### src/hw/rtl/gpe_pkg.sv
// Shared types, constants and helpers for the GPIO port with edge interrupts.
`timescale 1ns / 1ps
`default_nettype none
package gpe_pkg;

   localparam int PIN_COUNT = 8;
   localparam int PIN_W     = 3;
   localparam int CSR_IDX_W = 2;

   localparam int REQ_DATA_W = 16;
   localparam int RSP_DATA_W = 32;

   // Register indexes of the configuration port.
   typedef enum logic [CSR_IDX_W-1:0] {
      CSR_OUTPUT_DIRECTION = 2'd0,
      CSR_IRQ_ENABLE_MASK  = 2'd1,
      CSR_RISE_MASK        = 2'd2,
      CSR_FALL_MASK        = 2'd3
   } csr_index_type;

   // Command codes; codes 6 and 7 are unused and change nothing.
   typedef enum logic [2:0] {
      CMD_SAMPLE     = 3'd0,
      CMD_WRITE_BIT  = 3'd1,
      CMD_READ_BIT   = 3'd2,
      CMD_READ_STAT  = 3'd3,
      CMD_CLEAR_PIN  = 3'd4,
      CMD_CLEAR_ALL  = 3'd5
   } cmd_type;

   typedef struct packed {
      logic [PIN_COUNT-1:0] output_direction;
      logic [PIN_COUNT-1:0] irq_enable_mask;
      logic [PIN_COUNT-1:0] rise_mask;
      logic [PIN_COUNT-1:0] fall_mask;
   } cfg_type;

   // Result fields, most significant first, so the packed form is the tdata layout.
   typedef struct packed {
      logic [RSP_DATA_W-27:0] pad;
      logic                   irq;
      logic [PIN_COUNT-1:0]   pad_output_enable;
      logic [PIN_COUNT-1:0]   pad_drive;
      logic [PIN_COUNT-1:0]   pending;
      logic                   read_bit;
   } rsp_type;

   // One-hot mask of a pin; pins beyond the port select nothing.
   function automatic logic [PIN_COUNT-1:0] pin_bit(input logic [PIN_W-1:0] pin);
      logic [PIN_COUNT-1:0] mask;
      mask = '0;
      if (int'(pin) < PIN_COUNT) begin
         mask = PIN_COUNT'(1) << pin;
      end
      return mask;
   endfunction

endpackage
`default_nettype wire

### src/hw/rtl/gpe_csr.sv
// Configuration registers of the GPIO port: direction, interrupt enable, edge masks.
`timescale 1ns / 1ps
`default_nettype none
module gpe_csr
   import gpe_pkg::*;
(
   input  wire logic                 clock,
   input  wire logic                 reset,
   input  wire logic                 csr_we,
   input  wire logic [CSR_IDX_W-1:0] csr_index,
   input  wire logic [PIN_COUNT-1:0] csr_wdata,
   output cfg_type                   cfg
);

   cfg_type cfg_ff;
   cfg_type cfg_in;

   always_comb begin
      cfg_in = cfg_ff;
      if (csr_we) begin
         unique case (csr_index_type'(csr_index))
            CSR_OUTPUT_DIRECTION: cfg_in.output_direction = csr_wdata;
            CSR_IRQ_ENABLE_MASK:  cfg_in.irq_enable_mask  = csr_wdata;
            CSR_RISE_MASK:        cfg_in.rise_mask        = csr_wdata;
            CSR_FALL_MASK:        cfg_in.fall_mask        = csr_wdata;
            default:              cfg_in = cfg_ff;
         endcase
      end
   end

   always_ff @(posedge clock) begin
      if (reset) begin
         cfg_ff <= '0;
      end else begin
         cfg_ff <= cfg_in;
      end
   end

   assign cfg = cfg_ff;

endmodule
`default_nettype wire

### src/hw/rtl/gpe_core.sv
// Port state (output latch, sampled levels, sticky status) and per-command result logic.
`timescale 1ns / 1ps
`default_nettype none
module gpe_core
   import gpe_pkg::*;
(
   input  wire logic                 clock,
   input  wire logic                 reset,
   input  cfg_type                   cfg,
   input  wire logic                 accept,
   input  wire logic [2:0]           cmd,
   input  wire logic [PIN_W-1:0]     pin,
   input  wire logic                 value,
   input  wire logic [PIN_COUNT-1:0] pad_levels,
   output rsp_type                   result
);

   logic [PIN_COUNT-1:0] latch_ff, latch_in;
   logic [PIN_COUNT-1:0] sampled_ff, sampled_in;
   logic [PIN_COUNT-1:0] status_ff, status_in;
   logic [PIN_COUNT-1:0] sel;
   logic [PIN_COUNT-1:0] rising;
   logic [PIN_COUNT-1:0] falling;
   logic                 rd;

   assign sel     = pin_bit(pin);
   assign rising  = pad_levels & ~sampled_ff & cfg.rise_mask;
   assign falling = ~pad_levels & sampled_ff & cfg.fall_mask;

   always_comb begin
      latch_in   = latch_ff;
      sampled_in = sampled_ff;
      status_in  = status_ff;
      rd         = 1'b0;
      unique case (cmd_type'(cmd))
         CMD_SAMPLE: begin
            status_in  = status_ff | rising | falling;
            sampled_in = pad_levels;
         end
         CMD_WRITE_BIT: begin
            latch_in = value ? (latch_ff | sel) : (latch_ff & ~sel);
         end
         CMD_READ_BIT:  rd = |(sampled_ff & sel);
         CMD_READ_STAT: rd = 1'b0;
         CMD_CLEAR_PIN: status_in = status_ff & ~sel;
         CMD_CLEAR_ALL: status_in = '0;
         default:       rd = 1'b0;
      endcase
   end

   // The result reports the state as it stands after this transaction.
   always_comb begin
      result                   = '0;
      result.read_bit          = rd;
      result.pending           = status_in;
      result.pad_drive         = latch_in;
      result.pad_output_enable = cfg.output_direction;
      result.irq               = |(status_in & cfg.irq_enable_mask);
   end

   always_ff @(posedge clock) begin
      if (reset) begin
         latch_ff   <= '0;
         sampled_ff <= '0;
         status_ff  <= '0;
      end else if (accept) begin
         latch_ff   <= latch_in;
         sampled_ff <= sampled_in;
         status_ff  <= status_in;
      end
   end

endmodule
`default_nettype wire

### src/hw/rtl/gpe_skid.sv
// Two-entry result buffer: an output register backed by a skid register.
`timescale 1ns / 1ps
`default_nettype none
module gpe_skid
   import gpe_pkg::*;
(
   input  wire logic clock,
   input  wire logic reset,
   input  wire logic in_valid,
   output logic      in_ready,
   input  rsp_type   in_data,
   output logic      out_valid,
   input  wire logic out_ready,
   output rsp_type   out_data
);

   logic    out_valid_ff, out_valid_in;
   logic    skid_valid_ff, skid_valid_in;
   rsp_type out_data_ff, out_data_in;
   rsp_type skid_data_ff, skid_data_in;
   logic    take;

   assign in_ready = !skid_valid_ff;
   assign take     = out_valid_ff && out_ready;

   always_comb begin
      out_valid_in  = out_valid_ff;
      skid_valid_in = skid_valid_ff;
      out_data_in   = out_data_ff;
      skid_data_in  = skid_data_ff;
      if (skid_valid_ff) begin
         // No new transaction can arrive while the skid register is full.
         if (take) begin
            out_data_in   = skid_data_ff;
            skid_valid_in = 1'b0;
         end
      end else if (in_valid) begin
         if (!out_valid_ff || take) begin
            out_data_in  = in_data;
            out_valid_in = 1'b1;
         end else begin
            skid_data_in  = in_data;
            skid_valid_in = 1'b1;
         end
      end else if (take) begin
         out_valid_in = 1'b0;
      end
   end

   always_ff @(posedge clock) begin
      if (reset) begin
         out_valid_ff  <= 1'b0;
         skid_valid_ff <= 1'b0;
      end else begin
         out_valid_ff  <= out_valid_in;
         skid_valid_ff <= skid_valid_in;
      end
   end

   always_ff @(posedge clock) begin
      out_data_ff  <= out_data_in;
      skid_data_ff <= skid_data_in;
   end

   assign out_valid = out_valid_ff;
   assign out_data  = out_data_ff;

endmodule
`default_nettype wire

### src/hw/rtl/gpio_port_with_edge_interrupts.sv
// Eight-pin GPIO port with sticky edge-interrupt status, streaming command interface.
//
// Each request transaction carries one command (sample pads, write an output bit, read a
// sampled bit, read status, clear one pin's status, clear all status) and produces exactly
// one response transaction that reports the read bit, the pending status, the output latch,
// the output enables and the interrupt line as they stand after the command. One request is
// accepted every clock cycle unless the request side stalls; each response is registered. A
// two-entry output buffer lets requests keep flowing while a response waits, so the request
// side stalls only once two responses are held. Configuration writes take effect in the
// cycle after the write enable and must be made while no transaction is in flight.
`timescale 1ns / 1ps
`default_nettype none
module gpio_port_with_edge_interrupts
   import gpe_pkg::*;
(
   input  wire logic                  clock,
   input  wire logic                  reset,
   input  wire logic                  csr_we,
   input  wire logic [CSR_IDX_W-1:0]  csr_index,
   input  wire logic [PIN_COUNT-1:0]  csr_wdata,
   input  wire logic                  req_tvalid,
   output logic                       req_tready,
   // Fields from bit 0: cmd[2:0], pin[5:3], value[6], pad_levels[14:7], zero[15].
   input  wire logic [REQ_DATA_W-1:0] req_tdata,
   output logic                       rsp_tvalid,
   input  wire logic                  rsp_tready,
   // Fields from bit 0: read_bit[0], pending[8:1], pad_drive[16:9],
   // pad_output_enable[24:17], irq[25], zero[31:26].
   output logic [RSP_DATA_W-1:0]      rsp_tdata
);

   cfg_type cfg;
   rsp_type result;
   rsp_type rsp_data;
   logic    accept;

   assign accept = req_tvalid && req_tready;

   gpe_csr u_csr (
      .clock     (clock),
      .reset     (reset),
      .csr_we    (csr_we),
      .csr_index (csr_index),
      .csr_wdata (csr_wdata),
      .cfg       (cfg)
   );

   gpe_core u_core (
      .clock      (clock),
      .reset      (reset),
      .cfg        (cfg),
      .accept     (accept),
      .cmd        (req_tdata[2:0]),
      .pin        (req_tdata[5:3]),
      .value      (req_tdata[6]),
      .pad_levels (req_tdata[14:7]),
      .result     (result)
   );

   gpe_skid u_skid (
      .clock     (clock),
      .reset     (reset),
      .in_valid  (accept),
      .in_ready  (req_tready),
      .in_data   (result),
      .out_valid (rsp_tvalid),
      .out_ready (rsp_tready),
      .out_data  (rsp_data)
   );

   assign rsp_tdata = RSP_DATA_W'(rsp_data);

endmodule
`default_nettype wire

### config.mk
export PLATFORM = sky130hd
export DESIGN_NAME = gpio_port_with_edge_interrupts
export DESIGN_NICKNAME = d
export VERILOG_FILES = /design/src/hw/rtl/gpe_pkg.sv /design/src/hw/rtl/gpe_csr.sv /design/src/hw/rtl/gpe_core.sv /design/src/hw/rtl/gpe_skid.sv /design/src/hw/rtl/gpio_port_with_edge_interrupts.sv
export SDC_FILE = /design/constraint.sdc
export NUM_CORES = 1
export LEC_CHECK = 0
export BUFFER_PORTS_ARGS = -buffer_cell sky130_fd_sc_hd__buf_4
export CAP_MARGIN = 20
export CORE_MARGIN = 5
export CORE_UTILIZATION = 57
export DETAILED_ROUTE_END_ITERATION = 16
export PLACE_DENSITY = 0.87
export SLEW_MARGIN = 20
export SYNTH_ARGS = -nofsm -noshare
export SYNTH_HDL_FRONTEND = slang
export SYNTH_SLANG_ARGS = --single-unit
### constraint.sdc
create_clock -name clock -period 3 [get_ports clock]
set_input_delay 0 -clock clock [delete_from_list [all_inputs] [get_ports clock]]
set_output_delay 0 -clock clock [all_outputs]
set_load 0.03 [all_outputs]
==> impl.org <==
** STA
- Min Clock Period, post-route :: 2.00 ns
- Hold violation count in the final report :: 0
- Setup violations remaining at the end of the flow were counted as 0.
- Headroom to the max-slew limit came out at 48.9%.
- Clock skew on the completed layout was measured at 0.00900 ns.
- Final count of pins violating max slew :: 0
- At the pin with the least slew margin, the transition time is 0.760 ns.
- Aggregate negative setup slack :: 0 ns
- RSZ-0062 raised after global routing :: false
- The final critical path takes up 66.7% of the cycle.
- Achievable frequency :: 500 MHz

** Yosys
- By area the synthesized netlist is led by edfxtp_1 33%, dfxtp_1 24%, mux2_2 7.5%.
- After synthesis the netlist holds a flip-flop and latch count of 110.
- The synthesized netlist devotes 8.48% of its cell area to compound gates.
- The commonest cells after synthesis are 58 x dfxtp_1, 58 x nor2_1, 52 x edfxtp_1, 33 x mux2i_1, 32 x mux2_2.
- The synthesized design spends more area on one cell type than any other, namely edfxtp_1.
- Mapped Area :: 4780 sq um
- The synthesized netlist devotes 0% of its cell area to adder and majority cells.
- Count of warnings emitted by yosys :: 0
- Synthesis instantiated 52 different standard cells from the library.
- Area share of the largest cell type after synthesis :: 32.7%
- The share of the Yosys chip area taken by registers is 57.0%.
- Ys flop type :: dfxtp_1
- Number of cells produced by synthesis :: 417
- Syn avg cell area :: 11.5 sq um
- For this run, asynchronously set or reset flops after synthesis account for 0%.
- The synthesized netlist devotes 0% of its cell area to XOR and XNOR gates.
- After synthesis, the largest family of logic cells by area is simple AND/OR/NAND/NOR gates.
- Multiplexer share of the synthesized area :: 14.8%
- Area share of and/or/nand/nor cells after synthesis :: 16.0%
- In this run, synthesis inferred 52 flip-flops with an integrated enable.

** Floorplan
- Io pins :: 65
- The total area inside the core boundary comes to 8180 sq um.
- Height of the die :: 102 um
- Total Die Area :: 10,300 sq um
- The die is 102 um wide.
- Core Rows :: 33
- The initial utilization of the core area, before any placement, comes to 58.5%.

** Setup path
- Cell type group with the largest total delay on the critical path :: compound AO/OA/AOI/OAI gates
- The worst setup path is of the input port to register kind.
- The number of buffers and inverters on the critical path is 2.
- Sequence of cells on the critical path :: dlygate4sd3_1 -> buf_4 -> nor3_1 -> a32o_1 -> a221oi_1 -> a32oi_1
- Critical path capture point type :: register
- On the worst path, the slowest cell contributes a delay of 0.63 ns.
- On the critical path, the stage with the largest delay is an instance of nor3_1.
- STA classifies the critical path startpoint as an input port.
- Data on the critical path is required at its endpoint by 3.18 ns.
- Data arrives at the worst endpoint at 2.18 ns.
- Along the worst path, the maximum fanout reaches 12.

** Flow run
- Across the run, the number of max-cap violations was 0.

** Pwr
- Power spread over the standard cell area amounts to 527 nW/um^2.
- Max IR drop VDD :: 0.000267 V
- Leakage power of the design :: 0.00233 uW

** Routing
- Number of DRC violations after detailed-routing iteration 0 :: 265
- The highest metal layer carrying signal wires in the routed design is met4.
- Wire length the detailed router placed on met1 :: 4370 um
- Dividing the detail-routed wire length by the instance count gives 17.6 um.
- Routed length on met2 :: 5250 um
- In the detailed route, the total length drawn on met3 is 716 um.
- Detailed-router iteration count before antenna repair :: 5
- Dividing the detail-routed via count by the number of cells gives 5.73.
- Summing over every cut layer, the via total after detailed routing is 3,425.
- Wirelength, routed :: 10,500 um
- The count of nets left with antenna violations once routing finished came out at 0.
- Post-detailed-route DRC marker count :: 0

** Placement
- After detailed placement, the total cell area comes to 5260 sq um.
- Final RePlAce weighted congestion :: 0.932
- Total instance count after detailed placement :: 563
- HPWL reported at the end of detailed placement :: 7290 um
- Port buffering added 57 buffers.

** Clock tree
- Clock edge transition at the registers on the reported setup and hold paths :: 0.09 ns
- Clock tree synthesis inserted a total of 9 buffers.
- Clock Sinks :: 110
- Clk root buf :: clkbuf_8
- Number of H-tree levels :: 3
- CTS tree :: yes
- The clock passes through at most 2 buffers.
- The number of setup buffers added after CTS is 0.
- Clock latency at the later pin of the worst-skew pair :: 0.37 ns

** Final layout
- The finished layout holds 598 standard cells, fillers aside.
- Count of nets after finishing :: 519
- Once layout is complete, the utilization of the core stands at 68.8%.
- Total non-filler cell area in the finished layout :: 5620 sq um
- Synthesis-to-layout area growth :: 17.6%
- Filler cells :: 590
- Antenna cell count :: 0
- The post-route netlist has 25.8% of its cells at a drive strength greater than 1.

** Status
- Result of the run :: complete, no violations

** Hold path
- The path class of the tightest hold or removal check is input port to register.

** GRT
- First-pass GRT wire length :: 17,100 um
- Vias in the first global route :: 3,445
- Largest net degree at the start of global routing :: 55
- The initial antenna violation count is 0.
- Global-route congestion overflow total :: 0
- Global-route total usage across every layer :: 21.5%
[final timing paths]
check | from | to | slack [ns] | depth (start not counted)
worst max-delay path | req_tdata[0] | u_skid.out_data[25] | 1.0 | 6
worst min-delay path | req_tdata[6] | u_skid.skid_data_ff[16] | 0.04 | 2
worst max register to register | u_skid.skid_valid_ff | u_core.sampled_ff[3] | 1.05 | 5
worst min register to register | u_csr.cfg[25] | u_skid.skid_data_ff[18] | 0.48 | 0
[kinds of logic (layout without fill, tap and decap cells)]
group | Yosys count | in the layout
AO/OA/AOI/OAI | 57 | 57
flip-flops | 110 | 110
AND/OR/NAND/NOR | 149 | 149
other | 1 | 6
multiplexers | 66 | 66
buffers and inverters | 34 | 105
[final cells by class]
type / count / area (sq um) / share of cell area [%]
sequential: 110 / 2720 / 48.4
multi-input combinational: 278 / 1900 / 33.8
timing repair buffer: 82 / 663 / 11.8
tap: 105 / 131 / 2.34
clock buffer: 10 / 128 / 2.27
clock inverter: 6 / 46.3 / 0.823
inverter: 7 / 28.8 / 0.512
[placed cells by master (no fill, tap or decap), drive strengths merged, types with 2 or more instances in the layout]
cell and instances:
a211oi 3, a21oi 18, a221oi 2, a22o 6, a22oi 2, and2 2, buf 63, clkbuf 10
clkinv 3, conb 6, dfxtp 58, dlygate4sd3 19, edfxtp 52, inv 9, mux2 33, mux2i 33
nand2 30, nand2b 3, nand3 6, nand3b 17, nor2 58, nor2b 4, nor3 13, nor4b 2
o211a 5, o21ai 8, o31ai 3, or2 7, or3 3
[sequential cells by signal (all words and copies together) (netlist names)]
name	flops
u_core.latch_ff	8
u_core.sampled_ff	8
u_core.status_ff	8
u_csr.cfg	32
u_skid.out_data	26
u_skid.out_valid	1
u_skid.skid_data_ff	26
u_skid.skid_valid_ff	1
[layer usage]
layer  GRT usage, %  vias up
met1           28.3     1627
met4           7.26        0
li1               -     1630
met2           35.2      146
met5              0        -
met3           4.82       22
[metrics by stage]
stage               total power [uW]  hold WS, ns  setup WS [ns]
finish                          2960       0.0375          0.999
global route                    3080       0.0246          0.831
CTS                             2980       0.0179           1.04
detailed placement              2170        0.219           1.06
global placement                2150        0.204           1.16
floorplan                       2020        0.101          0.358
[power by group]
group | total, uW | switching (uW) | internal [uW] | leakage [uW]
registers | 1700 | 40.6 | 1660 | 0.000980
logic | 460 | 268 | 193 | 0.00126
clock network | 802 | 492 | 310 | 0.0000886
total | 2960 | 800 | 2160 | 0.00233
[what timing repair did]
item,in CTS,in global routing
hold buffers,19,0
endpoints found under the hold margin,42,0
resized for setup,0,0
No activity file was read; power rests on OpenSTA's default activity.
